$ cat config.mk
export PLATFORM = sky130hd
export DESIGN_NAME = multichannel_latching_pulse_timer
export DESIGN_NICKNAME = d
export VERILOG_FILES = /design/src/design/mlpt_pkg.sv /design/src/design/mlpt_chan_mem.sv /design/src/design/multichannel_latching_pulse_timer.sv
export VERILOG_INCLUDE_DIRS = /design/src /design/src/design
export SDC_FILE = /design/constraint.sdc
export NUM_CORES = 1
export LEC_CHECK = 0
export ABC_AREA = 0
export BUFFER_PORTS_ARGS = -buffer_cell sky130_fd_sc_hd__buf_4
export CORE_ASPECT_RATIO = 1.1
export CORE_MARGIN = 8
export CORE_UTILIZATION = 62
export DETAILED_ROUTE_END_ITERATION = 6
export GPL_ROUTABILITY_DRIVEN = 0
export PLACE_DENSITY = 0.79
export SETUP_SLACK_MARGIN = 0.2
export SYNTH_ARGS = -nofsm -noshare
export SYNTH_HDL_FRONTEND = slang
export SYNTH_HIERARCHICAL = 1
export SYNTH_SLANG_ARGS = --single-unit
export TNS_END_PERCENT = 1
$ cat constraint.sdc
create_clock -name clk_i -period 10.4 [get_ports clk_i]
set_input_delay 0 -clock clk_i [delete_from_list [all_inputs] [get_ports clk_i]]
set_output_delay 0 -clock clk_i [all_outputs]
set_load 0.01 [all_outputs]
$ cat src/design/multichannel_latching_pulse_timer_defines.svh
// Assertion macros for the multichannel latching pulse timer.
// Used by the top level; expects clk_i and rst_ni in scope.
`ifndef MULTICHANNEL_LATCHING_PULSE_TIMER_DEFINES_SVH
`define MULTICHANNEL_LATCHING_PULSE_TIMER_DEFINES_SVH

// Same-cycle implication, checked outside reset.
`define MLPT_ASSERT(name, pre, post, msg) \
  name: assert property (@(posedge clk_i) disable iff (!rst_ni) (pre) |-> (post)) \
    else $error(msg);

// Next-cycle implication, checked outside reset.
`define MLPT_ASSERT_NEXT(name, pre, post, msg) \
  name: assert property (@(posedge clk_i) disable iff (!rst_ni) (pre) |=> (post)) \
    else $error(msg);

`endif

$ cat src/design/mlpt_pkg.sv
`timescale 1ns / 1ps
// Shared types and constants of the multichannel latching pulse timer.
// No dependencies.
package mlpt_pkg;

  localparam int MASK_W    = 8;
  localparam int TIME_W    = 32;
  localparam int CNT_W     = 32;
  localparam int PMS_W     = 10;
  localparam int LOCK_W    = 16;
  localparam int CFG_W     = 16;
  localparam int CFG_IDX_W = 2;
  localparam int CMD_W     = 2;
  localparam int IDX_W     = 4;
  localparam int IN_DATA_W  = 8;
  localparam int OUT_DATA_W = 72;

  typedef enum logic [CMD_W-1:0] {
    CMD_TICK   = 2'd0,
    CMD_PULSE  = 2'd1,
    CMD_STATUS = 2'd2
  } cmd_e;

  localparam logic [CFG_IDX_W-1:0] REG_PULSE_MS   = 2'd0;
  localparam logic [CFG_IDX_W-1:0] REG_LOCKOUT_MS = 2'd1;
  localparam logic [CFG_IDX_W-1:0] REG_CONN_MASK  = 2'd2;

  localparam logic [PMS_W-1:0]  PULSE_MIN = 10'd100;
  localparam logic [PMS_W-1:0]  PULSE_MAX = 10'd1000;
  localparam logic [PMS_W-1:0]  PULSE_RST = 10'd500;
  localparam logic [LOCK_W-1:0] LOCK_RST  = 16'd300;
  localparam logic [MASK_W-1:0] CONN_RST  = 8'hFF;

  // Per-channel record: time of last accepted pulse request (also pulse start)
  // and the wrapping pulse count.
  typedef struct packed {
    logic [TIME_W-1:0] stamp;
    logic [CNT_W-1:0]  count;
  } chan_rec_t;

endpackage

$ cat src/design/mlpt_chan_mem.sv
`timescale 1ns / 1ps
// Per-channel record memory: one write port, one registered read port.
// Entries read as zero until first written. Depends on mlpt_pkg.
module mlpt_chan_mem #(
  parameter int unsigned CHANNELS = 8
) (
  input  logic                                 clk_i,
  input  logic                                 rst_ni,
  input  logic                                 rd_en_i,
  input  logic [((CHANNELS > 1) ? $clog2(CHANNELS) : 1)-1:0] rd_addr_i,
  output mlpt_pkg::chan_rec_t                  rd_rec_o,
  input  logic                                 wr_en_i,
  input  logic [((CHANNELS > 1) ? $clog2(CHANNELS) : 1)-1:0] wr_addr_i,
  input  mlpt_pkg::chan_rec_t                  wr_rec_i
);

  mlpt_pkg::chan_rec_t mem_q [CHANNELS];
  mlpt_pkg::chan_rec_t rd_rec_q;
  logic [CHANNELS-1:0] vld_q;
  logic                rd_vld_q;

  always_ff @(posedge clk_i) begin
    if (wr_en_i) begin
      mem_q[wr_addr_i] <= wr_rec_i;
    end
    if (rd_en_i) begin
      rd_rec_q <= mem_q[rd_addr_i];
    end
  end

  always_ff @(posedge clk_i or negedge rst_ni) begin
    if (!rst_ni) begin
      vld_q    <= '0;
      rd_vld_q <= 1'b0;
    end else begin
      if (wr_en_i) begin
        vld_q[wr_addr_i] <= 1'b1;
      end
      if (rd_en_i) begin
        rd_vld_q <= vld_q[rd_addr_i];
      end
    end
  end

  // Unwritten entries read as zero through their valid bits.
  assign rd_rec_o = rd_vld_q ? rd_rec_q : '0;

endmodule

$ cat src/design/multichannel_latching_pulse_timer.sv
`timescale 1ns / 1ps
// Multichannel latching pulse timer. An accepted tick sweeps the channel records in S_TICK
// (one channel record read per cycle), a pulse request or status read passes S_LOOK (read,
// then evaluate and write back), a bad index or unused command goes straight to S_OUT, where
// the result waits until the output register is free. One item at a time: the next item is
// taken the cycle after the result enters the output register.
// Reset clears time, running and open bits, and marks all records zero. Uses mlpt_pkg.
`include "multichannel_latching_pulse_timer_defines.svh"

module multichannel_latching_pulse_timer #(
  parameter int unsigned CHANNELS = 8
) (
  input  logic                                clk_i,
  input  logic                                rst_ni,
  input  logic                                s_axis_tvalid,
  output logic                                s_axis_tready,
  // [3:0] channel_index, [7:4] zero
  input  logic [mlpt_pkg::IN_DATA_W-1:0]      s_axis_tdata,
  // [1:0] cmd
  input  logic [mlpt_pkg::CMD_W-1:0]          s_axis_tuser,
  output logic                                m_axis_tvalid,
  input  logic                                m_axis_tready,
  // [0] accepted, [8:1] drive_mask, [16:9] open_mask, [24:17] active_mask,
  // [32:25] changed_mask, [64:33] pulse_total, [71:65] zero
  output logic [mlpt_pkg::OUT_DATA_W-1:0]     m_axis_tdata,
  input  logic                                cfg_we_i,
  input  logic [mlpt_pkg::CFG_IDX_W-1:0]      cfg_idx_i,
  input  logic [mlpt_pkg::CFG_W-1:0]          cfg_wdata_i
);

  localparam int AW = (CHANNELS > 1) ? $clog2(CHANNELS) : 1;
  localparam logic [AW-1:0] CH_LAST = AW'(CHANNELS - 1);

  typedef enum logic [1:0] {
    S_IDLE,
    S_TICK,
    S_LOOK,
    S_OUT
  } state_e;

  state_e                          state_q;
  logic [mlpt_pkg::CMD_W-1:0]      cmd_q;
  logic [AW-1:0]                   idx_q;
  logic [AW-1:0]                   ch_q;
  logic [mlpt_pkg::TIME_W-1:0]     time_q;
  logic [CHANNELS-1:0]             running_q;
  logic [CHANNELS-1:0]             open_q;
  logic [CHANNELS-1:0]             changed_q;
  logic                            acc_q;
  logic [mlpt_pkg::CNT_W-1:0]      total_q;
  logic                            out_valid_q;
  logic [mlpt_pkg::OUT_DATA_W-1:0] out_data_q;

  logic [mlpt_pkg::PMS_W-1:0]      pulse_ms_q;
  logic [mlpt_pkg::LOCK_W-1:0]     lockout_q;
  logic [mlpt_pkg::MASK_W-1:0]     conn_q;
  logic [mlpt_pkg::PMS_W-1:0]      pulse_ms_d;

  logic [mlpt_pkg::CMD_W-1:0]      in_cmd;
  logic [mlpt_pkg::IDX_W-1:0]      in_idx;
  logic                            in_idx_ok;
  logic                            in_accept;
  logic                            out_free;

  logic                            rd_en;
  logic [AW-1:0]                   rd_addr;
  mlpt_pkg::chan_rec_t             rd_rec;
  logic                            wr_en;
  mlpt_pkg::chan_rec_t             wr_rec;

  logic [mlpt_pkg::TIME_W-1:0]     elapsed;
  logic                            tick_end;
  logic                            cmd_ok;
  logic [mlpt_pkg::CNT_W-1:0]      count_inc;

  logic [mlpt_pkg::MASK_W-1:0]     run_w;
  logic [mlpt_pkg::MASK_W-1:0]     open_w;
  logic [mlpt_pkg::MASK_W-1:0]     changed_w;

  // Configuration registers
  always_comb begin
    pulse_ms_d = cfg_wdata_i[mlpt_pkg::PMS_W-1:0];
    if (pulse_ms_d < mlpt_pkg::PULSE_MIN) begin
      pulse_ms_d = mlpt_pkg::PULSE_MIN;
    end else if (pulse_ms_d > mlpt_pkg::PULSE_MAX) begin
      pulse_ms_d = mlpt_pkg::PULSE_MAX;
    end
  end

  always_ff @(posedge clk_i or negedge rst_ni) begin
    if (!rst_ni) begin
      pulse_ms_q <= mlpt_pkg::PULSE_RST;
      lockout_q  <= mlpt_pkg::LOCK_RST;
      conn_q     <= mlpt_pkg::CONN_RST;
    end else if (cfg_we_i) begin
      unique case (cfg_idx_i)
        mlpt_pkg::REG_PULSE_MS:   pulse_ms_q <= pulse_ms_d;
        mlpt_pkg::REG_LOCKOUT_MS: lockout_q  <= cfg_wdata_i[mlpt_pkg::LOCK_W-1:0];
        mlpt_pkg::REG_CONN_MASK:  conn_q     <= cfg_wdata_i[mlpt_pkg::MASK_W-1:0];
        default: ;
      endcase
    end
  end

  // Input decode
  assign in_cmd        = s_axis_tuser;
  assign in_idx        = s_axis_tdata[mlpt_pkg::IDX_W-1:0];
  assign in_idx_ok     = 32'(in_idx) < CHANNELS;
  assign s_axis_tready = (state_q == S_IDLE);
  assign in_accept     = s_axis_tvalid && s_axis_tready;
  assign out_free      = !out_valid_q || m_axis_tready;

  // Memory read: the indexed channel on a request; channel 0, then one ahead, on a tick.
  always_comb begin
    rd_en   = 1'b0;
    rd_addr = '0;
    if (state_q == S_IDLE && in_accept) begin
      if (in_cmd == mlpt_pkg::CMD_TICK) begin
        rd_en = 1'b1;
      end else if ((in_cmd == mlpt_pkg::CMD_PULSE || in_cmd == mlpt_pkg::CMD_STATUS)
                   && in_idx_ok) begin
        rd_en   = 1'b1;
        rd_addr = in_idx[AW-1:0];
      end
    end else if (state_q == S_TICK) begin
      rd_en   = (ch_q != CH_LAST);
      rd_addr = ch_q + 1'b1;
    end
  end

  assign elapsed   = time_q - rd_rec.stamp;
  assign tick_end  = running_q[ch_q] &&
                     (elapsed >= mlpt_pkg::TIME_W'(pulse_ms_q));
  assign cmd_ok    = !running_q[idx_q] &&
                     (elapsed >= mlpt_pkg::TIME_W'(lockout_q));
  assign count_inc = rd_rec.count + 1'b1;

  assign wr_en        = (state_q == S_LOOK) && (cmd_q == mlpt_pkg::CMD_PULSE) && cmd_ok;
  assign wr_rec.stamp = time_q;
  assign wr_rec.count = count_inc;

  mlpt_chan_mem #(
    .CHANNELS (CHANNELS)
  ) u_chan_mem (
    .clk_i     (clk_i),
    .rst_ni    (rst_ni),
    .rd_en_i   (rd_en),
    .rd_addr_i (rd_addr),
    .rd_rec_o  (rd_rec),
    .wr_en_i   (wr_en),
    .wr_addr_i (idx_q),
    .wr_rec_i  (wr_rec)
  );

  // Widen channel masks to the port width; unused channels read zero.
  always_comb begin
    run_w     = '0;
    open_w    = '0;
    changed_w = '0;
    for (int i = 0; i < CHANNELS; i++) begin
      run_w[i]     = running_q[i];
      open_w[i]    = open_q[i];
      changed_w[i] = changed_q[i];
    end
  end

  always_ff @(posedge clk_i or negedge rst_ni) begin
    if (!rst_ni) begin
      state_q     <= S_IDLE;
      cmd_q       <= '0;
      idx_q       <= '0;
      ch_q        <= '0;
      time_q      <= '0;
      running_q   <= '0;
      open_q      <= '0;
      changed_q   <= '0;
      acc_q       <= 1'b0;
      total_q     <= '0;
      out_valid_q <= 1'b0;
      out_data_q  <= '0;
    end else begin
      // S_OUT refills the output register itself when it is free.
      if (m_axis_tvalid && m_axis_tready && state_q != S_OUT) begin
        out_valid_q <= 1'b0;
      end
      unique case (state_q)
        S_IDLE: begin
          if (in_accept) begin
            cmd_q     <= in_cmd;
            idx_q     <= in_idx[AW-1:0];
            ch_q      <= '0;
            changed_q <= '0;
            acc_q     <= 1'b0;
            total_q   <= '0;
            if (in_cmd == mlpt_pkg::CMD_TICK) begin
              time_q  <= time_q + 1'b1;
              state_q <= S_TICK;
            end else if ((in_cmd == mlpt_pkg::CMD_PULSE ||
                          in_cmd == mlpt_pkg::CMD_STATUS) && in_idx_ok) begin
              state_q <= S_LOOK;
            end else begin
              state_q <= S_OUT;
            end
          end
        end
        S_TICK: begin
          if (tick_end) begin
            running_q[ch_q] <= 1'b0;
            open_q[ch_q]    <= !open_q[ch_q];
            changed_q[ch_q] <= 1'b1;
          end
          if (ch_q == CH_LAST) begin
            state_q <= S_OUT;
          end else begin
            ch_q <= ch_q + 1'b1;
          end
        end
        S_LOOK: begin
          if (cmd_q == mlpt_pkg::CMD_PULSE) begin
            if (cmd_ok) begin
              running_q[idx_q] <= 1'b1;
              changed_q[idx_q] <= 1'b1;
              acc_q            <= 1'b1;
              total_q          <= count_inc;
            end else begin
              total_q <= rd_rec.count;
            end
          end else begin
            acc_q   <= 1'b1;
            total_q <= rd_rec.count;
          end
          state_q <= S_OUT;
        end
        S_OUT: begin
          // Hold the result until the output register is free.
          if (out_free) begin
            out_valid_q <= 1'b1;
            out_data_q  <= {7'b0, total_q, changed_w, run_w, open_w,
                            run_w & conn_q, acc_q};
            state_q     <= S_IDLE;
          end
        end
        default: state_q <= S_IDLE;
      endcase
    end
  end

  assign m_axis_tvalid = out_valid_q;
  assign m_axis_tdata  = out_data_q;

  `MLPT_ASSERT(a_no_write_in_sweep, state_q == S_TICK, !wr_en,
    "record written during tick sweep")
  `MLPT_ASSERT_NEXT(a_start_runs, wr_en, running_q != '0,
    "accepted request left no pulse running")
  `MLPT_ASSERT(a_start_one_change,
    state_q == S_OUT && acc_q && cmd_q == mlpt_pkg::CMD_PULSE, $onehot(changed_q),
    "accepted request must change exactly one channel")

endmodule
-- After elaboration in Yosys (flattened, before gate mapping)
Memories as Yosys holds them, arrays and structs flattened. A register that Yosys moved wholly into a read port is not among the register bits.
Cells that the tools add are included.
- equal/unequal tests: 19
- add/sub/neg operators: 4
- bitwise logic cells: 7
- order comparisons: 10
- mux-type cells: 55
- reduce and logical (&&, ||, !) cells: 36
- operators with widths (kind ; count):
    $mux 32 ; 3
    $add 32x1->32 const B ; 2
    $mux 64 ; 1
    $pmux 32 s2 ; 1
    $mux 8 ; 7
    $ge 32x10->1 ; 1
    $ge 32x16->1 ; 1
    $or 8x8->8 ; 4
    $sub 32x32->32 ; 1
    $pmux 8 s3 ; 1
    $mux 10 ; 2
    $mux 1 ; 19
    $mux 3 ; 6
    $and 8x8->8 ; 2
    $pmux 8 s2 ; 1
    $reduce_and 2->1 ; 7
    $bmux 1 s3 ; 4
    $lt 3x4->1 const B ; 3
    $reduce_and 3->1 ; 4
    $logic_and 1x1->1 ; 11
    $gt 10x10->1 const B ; 1
    $lt 10x7->1 const B ; 1
    $ne 2x2->1 const B ; 5
    $bwmux 8 ; 1
    21 further kinds ; 42
- memory bits (writable): 512
- bits in registers: 208
- memories kept: 1
- output and inout bits: 74
- bits of input ports: 33
- memory list (memory ; depth ; width ; read ports ; clocked after Yosys merged registers in ; wr ports ; line ; text):
    u_chan_mem.mem_q ; 8 ; 64 ; 1 ; 1 ; 1 ; mlpt_chan_mem.sv:17 ; mlpt_pkg::chan_rec_t mem_q [CHANNELS];

-- Depth between registers and ports, before layout
Gate-level depths: netlist (run 1).
- word-level depth: 8
- mapped depth: 24
- gate-level depth less buffers: 21

-- Cells and area by module
Netlist (run 1), hierarchy kept.
- by module, submodules not included (module ; area an instance (um2) ; instances ; cells each ; sequential area each (um2)):
    mlpt_chan_mem ; 21956.1 ; 1 ; 912 ; 17521.8
    multichannel_latching_pulse_timer ; 12304.3 ; 1 ; 1332 ; 5002.3

-- Least setup slack after synthesis (run 1)
OpenSTA, ideal clock, no wires.
- kind: register -> register
- start point: register u_chan_mem.rd_vld_q
- end point: register u_chan_mem.vld_q[0]
- setup slack: 1520 ps
- library setup time: 92 ps
- stages on the path, launching flop included: 24
- arrival: 8788 ps
- cells stage by stage: dfrtp_1 > clkbuf_1 > clkbuf_1 > and2_1 > ha_1 > fa_1 > nand2b_1 > a21o_1 > a211oi_2 > nor2_1 > xnor2_1 > ha_1 > o2111ai_1 > a31oi_1 > a21oi_1 > a21oi_1 > o22a_1 > nor4_2 > or2_2 > buf_2 > nor2_1 > nand2b_1 > nor3_1 > or2_2
- RTL lines (what ; line ; text):
    start: declaration ; mlpt_chan_mem.sv:20 ; logic rd_vld_q;
    start signal: assignment ; mlpt_chan_mem.sv:40 ; rd_vld_q <= vld_q[rd_addr_i];
    end signal: assignment ; mlpt_chan_mem.sv:33 ; vld_q <= '0;
    end signal: indexed assignment ; mlpt_chan_mem.sv:37 ; vld_q[wr_addr_i] <= 1'b1;
    end: declaration ; mlpt_chan_mem.sv:19 ; logic [CHANNELS-1:0] vld_q;

==> metrics.cfg, run 1 <==
[status]
status=finished with violations
violations=DRC

[sta]
post-route-period-util=0.688
setup_violations=0
drv_slew=0
timing.final.hold_violations=0
tightest_slew_ns=1.28
relSlewSlack=0.148
clock_skew_ns=0.0274
fmax_ghz=0.140
fin_setup_tns_ns=0
rsz0062_at_grt=false
layout_min_cycle_time_ns=7.16
timing.final.ws_setup_ns=3.24

[synthesis]
ys_seq_elements=784
synth_top_family_by_area=multiplexers
synth-seq-area-share=0.657
synthXorXnorAreaFrac=0.0233
synth_common_cells=edfxtp_1, dfrtp_1, nand2_1, mux2_2, mux4_2
ys_types=80
synth_area_per_cell_um2=15.3
yosysWarnings=6
yosysTopAreaCellShare=0.505
synth.most_common_cell=edfxtp_1
yosys.area_share.simple=0.0774
syn_inst=2244
synth_edf_count=576
yosys_most_used_dff=edfxtp_1
synthMuxAreaShare=0.137
synth_compound_area_frac=0.0553
syn_area_um2=34300
yosysTopAreaCell=edfxtp_1
synth_fa_ha_area_frac=0.0247
async_reset_ff_frac=0.265
synth.area.top_cells=edfxtp_1, dfrtp_1, mux4_2

[setup_path]
r2r_setup_slack_ns=3.24
worstSetupStartpointType=flop
cp-end-kind=flop
arrival_ns=7.38
r2r_end=u_chan_mem/mem_q[3][58]
cp_max_fo=62
critical_path_class=flop to flop
r2r-start=u_chan_mem/rd_vld_q
rr_worst_depth=22
required_ns=10.62

[final_layout]
design_area_um2=38700
layout-drive-gt1-share=0.232
final_nets=2498
final_util=0.708
syn2layout_area_growth_pct=13.0
antenna_cells=0
final_cells=3197
fillers=3437

[clocking]
root_buffer=clkbuf_16
clk_pin_slew_ns=0.06
clock-sinks=784
h-tree-depth=3
numCtsBuffers=76
cts_max_path_buffers=3
post_cts_resized=0
insertion_delay_ns=0.62
post-cts-setup-buffers=0
cts_tree=built

[placed_design]
dpl_worst_slack_ns=3.45
port_buffers=95
numPlacedInstances=3005
postPlaceCellArea_um2=35700
hpwl_um=43100

[detailed_routing]
first_iter_violations=2051
route.detailed.drc=1
drtAntennaViolNets=0
vias=20100
viasPerCell=6.28
avgRoutedWirePerCell_um=23.4
drt_pass1_iterations=7
wirelength_um=74900

[floorplanning]
die_h_um=263
chipWidth_um=240
fp.dieArea_um2=63000
io_pins=107
num_rows=90
initial_core_util=0.626
fp.coreArea_um2=54700

[pwr]
powerDensity_nw_per_um2=266
power_leakage_nw=14.4
vdd_drop_max_uv=216

[global_routing]
first_global_vias=21000
grt_pass1_wl_um=118000
antenna_found_initial=0
grt-ovfl-total=0
gr-usage-all-layers=0.239
grt_start_max_net_pins=82

[flow_run]
max_cap_violations=0

[hold_path]
worstHoldPathType=input pin to async pin

==> cell families after synthesis <==
group	count (synthesis)
buf+inv	188
fa+ha+maj	67
flops	784
simple gates	537
compound gates	288
mux	288
other cells	1
xor+xnor	91
==> layer usage <==
metal / share of wire / vias up / GRT usage
met5: 0 / - / 0
met4: 0.025 / 0 / 0.0771
met3: 0.068 / 149 / 0.0362
met2: 0.51 / 817 / 0.410
met1: 0.40 / 10300 / 0.311
li1: - / 8818 / -
==> power by group <==
group	leakage, nW	switching [mW]	internal, mW
Combinational	5.13	1.96	1.41
Sequential	8.10	0.219	3.99
Clock	1.19	1.17	1.57
Total	14.4	3.35	6.96
==> worst max-delay path by stage <==
stage,slack (ns),to,depth (start not counted),start
after detailed placement,3.45,u_chan_mem/mem_q[3][7],22,u_chan_mem/rd_vld_q
after global placement,3.57,u_chan_mem/mem_q[4][14],22,u_chan_mem/rd_vld_q
final,3.24,u_chan_mem/mem_q[3][58],22,u_chan_mem/rd_vld_q
after global routing,2.96,u_chan_mem/mem_q[3][7],22,u_chan_mem/rd_vld_q
after floorplan,1.52,u_chan_mem/vld_q[0],23,u_chan_mem/rd_vld_q
after CTS,3.39,u_chan_mem/mem_q[3][59],22,u_chan_mem/rd_vld_q
==> through the flow <==
step	total power, mW	hold WS (ns)
final	10.3	0.0227
after global placement	7.39	0.00451
after global routing	10.8	0.0538
after CTS	10.3	0.0163
after detailed placement	7.53	0.0164
after floorplan	6.64	-0.296
==> flip-flops by register name, indices dropped and copies added, names as in the netlist <==
name / cells
time_q: 32
u_chan_mem/rd_vld_q: 1
run_w: 8
m_axis_tvalid: 1
u_chan_mem/vld_q: 8
state_q: 2
lockout_q: 16
idx_q: 3
open_q: 8
changed_q: 8
u_chan_mem/rd_rec_q: 64
ch_q: 3
m_axis_tdata: 65
pulse_ms_q: 10
cmd_q: 2
u_chan_mem/mem_q: 512
total_q: 32
acc_q: 1
conn_q: 8
==> what timing repair did <==
action,CTS,global route
setup endpoints to repair,0,0
hold buffers,51,0
hold endpoints to repair,120,0
==> layout by cell type, fill, tap and decap left out, types with 66 or more instances in the layout <==
cell       instances
o21ai_0           74
ha_1              66
mux4_2           131
and2_1            69
clkbuf_16         78
edfxtp_1         576
buf_4            120
dfrtp_1          190
nand2_1          159
nor2_1           103
inv_1             86
mux2_2           138
==> area by class of cell <==
| class | count | area (um^2) | share of cell area |
|---|---|---|---|
| clock buffer | 100 | 2060 | 0.0533 |
| tap | 736 | 921 | 0.0238 |
| sequential | 784 | 22500 | 0.582 |
| inverter | 86 | 323 | 0.00833 |
| timing repair buffer | 172 | 1440 | 0.0373 |
| multi-input combinational | 1278 | 11000 | 0.285 |
| clock inverter | 41 | 414 | 0.0107 |
==> worst max-delay path: stages, from the launching register on <==
cell	delay, ns
dfrtp_1	0.42
buf_4	0.65
and2_1	0.22
inv_1	0.04
ha_1	0.37
o211ai_1	0.15
a21o_1	0.21
a211oi_2	0.40
nor2_1	0.12
xnor2_1	0.17
ha_1	0.31
o2111ai_1	0.15
a31oi_1	0.18
a21oi_1	0.07
a21oi_1	0.19
o22a_1	0.29
nor4_4	0.07
buf_4	0.22
or2_2	0.47
nor2_1	0.23
nand2_1	0.26
nor2_4	0.67
buf_4	0.83
Power figures use the tool's default switching activity.
==> run 2: changes to the inputs <==
--- a/config.mk
+++ b/config.mk
@@ -10,10 +10,10 @@
 export BUFFER_PORTS_ARGS = -buffer_cell sky130_fd_sc_hd__buf_4
 export CORE_ASPECT_RATIO = 1.1
 export CORE_MARGIN = 8
-export CORE_UTILIZATION = 62
+export CORE_UTILIZATION = 56
 export DETAILED_ROUTE_END_ITERATION = 6
 export GPL_ROUTABILITY_DRIVEN = 0
-export PLACE_DENSITY = 0.79
+export PLACE_DENSITY = 0.76
 export SETUP_SLACK_MARGIN = 0.2
 export SYNTH_ARGS = -nofsm -noshare
 export SYNTH_HDL_FRONTEND = slang
==> constraint.sdc (replaced) <==
create_clock -name clk_i -period 6.3 [get_ports clk_i]
set_input_delay 0 -clock clk_i [delete_from_list [all_inputs] [get_ports clk_i]]
set_output_delay 0 -clock clk_i [all_outputs]
set_load 0.01 [all_outputs]
==> run 2 against run 1 <==
  * The flow now finishes without violations
  * Cell count is 3.2% higher
  * First-iteration DRC count is 22% lower
  * Via count is 0.88% lower
  * Non-clock buffer count is 10 higher
  * Combinational power is 66% higher
  * Clock skew is 0.0016 ns lower
  * Total power is 67% higher
  * Largest cell class unchanged
==> metrics.cfg, run 2 (synthesized netlist as in run 1, its figures left out) <==
[global_routing]
first_global_vias=20900  ; -0.52%
grt_pass1_wl_um=118000  ; about the same
gr-usage-all-layers=0.219  ; -0.0198
grt_start_max_net_pins=82  ; unchanged
antenna_found_initial=1  ; +1
grt-ovfl-total=0  ; unchanged

[clocking]
clock-sinks=784  ; unchanged
root_buffer=clkbuf_16
clk_pin_slew_ns=0.06  ; about the same
cts_max_path_buffers=3  ; unchanged
h-tree-depth=3  ; unchanged
insertion_delay_ns=0.62  ; about the same
numCtsBuffers=77  ; +1.3%
cts_tree=built
post-cts-setup-buffers=0  ; unchanged

[pwr]
total_power_mw=17.2  ; +67%
p_comb_frac=0.323  ; -0.003
power_leakage_nw=14.6  ; +1.3%
intPower_mw=11.8  ; +69%
power.switching_mw=5.48  ; +64%
seq_power_share=0.401  ; -0.007
clockPowerShare=0.275  ; +0.010
switching_share=0.318  ; -0.00652
powerDensity_nw_per_um2=440  ; +65%
vdd_drop_max_uv=341  ; +58%

[setup_path]
required_ns=6.60  ; -4.02 ns
r2r-start=u_chan_mem/rd_vld_q
path_cells=and2_1, ha_1, fa_1, nand2b_1, a21o_1, a211oi_2, nor2_1, xnor2_1, ha_1, o2111ai_1, a31oi_1, a21oi_1, a21oi_1, o22a_1, nor4_4, or2_2, nor2_1, nand2_1, nor2_4, buf_12
max_stage_delay_ns=0.61  ; -0.22 ns
r2r_setup_slack_ns=0.74  ; -2.50 ns
worstSetupStartpointType=flop
cp_max_fo=21  ; -66%
r2r_end=u_chan_mem/mem_q[3][42]
cp-end-kind=flop
crit_family=simple AND/OR/NAND/NOR gates
cp_slowest_cell=dfrtp_1
rr_worst_depth=20  ; -9.1%
arrival_ns=5.85  ; -1.53 ns
worstPathBufferInverterCount=1  ; -3
critical_path_class=flop to flop

[detailed_routing]
route.detailed.drc=0  ; -1
viasPerCell=6.04  ; -3.9%
wirelength_um=75300  ; +0.48%
vias=19900  ; -0.88%
drtAntennaViolNets=0  ; unchanged
drt_pass1_iterations=7  ; unchanged
wl_met3_um=4670  ; -8.2%
topRoutingLayerUsed=met4
wl_met1_um=29600  ; about the same
first_iter_violations=1603  ; -22%
avgRoutedWirePerCell_um=22.8  ; -2.6%
wl_met2_um=38600  ; +0.68%

[sta]
timing.final.ws_setup_ns=0.744  ; -2.50 ns
drv_slew=0  ; unchanged
setup_violations=0  ; unchanged
fmax_ghz=0.180  ; +29%
layout_min_cycle_time_ns=5.56  ; -1.60 ns
clock_skew_ns=0.0259  ; -0.00157 ns
timing.hold.ws_ns=0.0301  ; +0.00741 ns
rsz0062_at_grt=false
timing.final.hold_violations=0  ; unchanged
post-route-period-util=0.882  ; +0.194
relSlewSlack=0.180  ; +0.0320
tightest_slew_ns=1.23  ; -0.0506 ns

[hold_path]
worstHoldPathType=input pin to async pin

[floorplanning]
initial_core_util=0.563  ; -0.0631
chipWidth_um=252  ; +4.9%
io_pins=107  ; unchanged
fp.coreArea_um2=60900  ; +11%
die_h_um=275  ; +4.9%
fp.dieArea_um2=69400  ; +10%
num_rows=95  ; +5.6%

[final_layout]
final_cell_mix=edfxtp_1, dfrtp_1, nand2_1, mux2_2, mux4_2
final_cells=3299  ; +3.2%
final_common_cell=edfxtp_1
layout-drive-gt1-share=0.238  ; +0.00606
largest-register=u_chan_mem/mem_q
fillers=4175  ; +21%
syn2layout_area_growth_pct=14.4
design_area_um2=39200  ; +1.2%
largest_reg_flops=512  ; unchanged
register_area_um2=22500  ; unchanged
final_nets=2509  ; +0.44%
multi_input_area_um2=11100  ; +0.20%

[flow_run]
max_cap_violations=0  ; unchanged

[placed_design]
dpl_worst_slack_ns=0.797  ; -2.65 ns
numPlacedInstances=3110  ; +3.5%
hpwl_um=45800  ; +6.3%
port_buffers=95  ; unchanged
postPlaceCellArea_um2=36100  ; +1.1%

[status]
status=completed

## run 2: cell count changes in the layout (fill, tap and decap cells not counted), sizes merged
cell,change
clkbuf,+6
dlygate4sd3,-7
clkinv,+1
inv,-4
buf,+17
bufinv,+4
clkinvlp,-4
diode,+1
## run 2: per-layer routing
layer	up-vias	global-route usage
li1	8851	-
met1	10200	0.271
met2	729	0.386
met3	161	0.0341
met4	0	0.0851
met5	-	0
## run 2: what timing repair did
action / in CTS / in global routing
endpoints found under the hold margin: 114 / 0
hold buffers: 44 / 0
endpoints found under the setup margin: 0 / 0
gates resized for setup: 0 / 0
## run 2: stage by stage
| stage | setup TNS (ns) | util |
|---|---|---|
| finish | 0 | 0.644 |
| global placement | 0 | 0.593 |
| CTS | 0 | 0.644 |
| floorplan | -390.30 | - |
| global route | 0 | 0.644 |
| detailed placement | 0 | 0.593 |
## run 2: area by class of cell
class	instances	share of cell area
timing repair buffer	182	0.0415
multi-input combinational	1278	0.282
clock inverter	38	0.0122
antenna	1	0.0000638
inverter	86	0.00823
sequential	784	0.575
tap	824	0.0263
clock buffer	106	0.0551
## run 2: power by group through the flow
stage	combinational [mW]	clock (mW)	sequential, mW
2_1_floorplan	4.02	0	6.95
3_5_place_dp	5.46	0	7.01
4_1_cts	5.57	4.83	6.92
5_1_grt	6.07	5.03	6.98
3_3_place_gp	5.30	0	6.98
6_report	5.57	4.75	6.92
## run 2: tightest hold or removal path, cell delays in order
cell           delay, ns
dlygate4sd3_1       0.56
buf_8               0.15
buf_16              0.32
## run 2: worst max path at each step
stage                     slack (ns)           startpoint                      end  cells after the start
after floorplan                -0.82  u_chan_mem/rd_vld_q   u_chan_mem/mem_q[7][0]                     22
after global placement          0.78  u_chan_mem/rd_vld_q  u_chan_mem/mem_q[3][48]                     20
after detailed placement        0.80  u_chan_mem/rd_vld_q  u_chan_mem/mem_q[3][43]                     20
after CTS                       0.74  u_chan_mem/rd_vld_q  u_chan_mem/mem_q[3][42]                     20
after global routing            0.39  u_chan_mem/rd_vld_q  u_chan_mem/mem_q[3][42]                     20
final                           0.74  u_chan_mem/rd_vld_q  u_chan_mem/mem_q[3][42]                     20
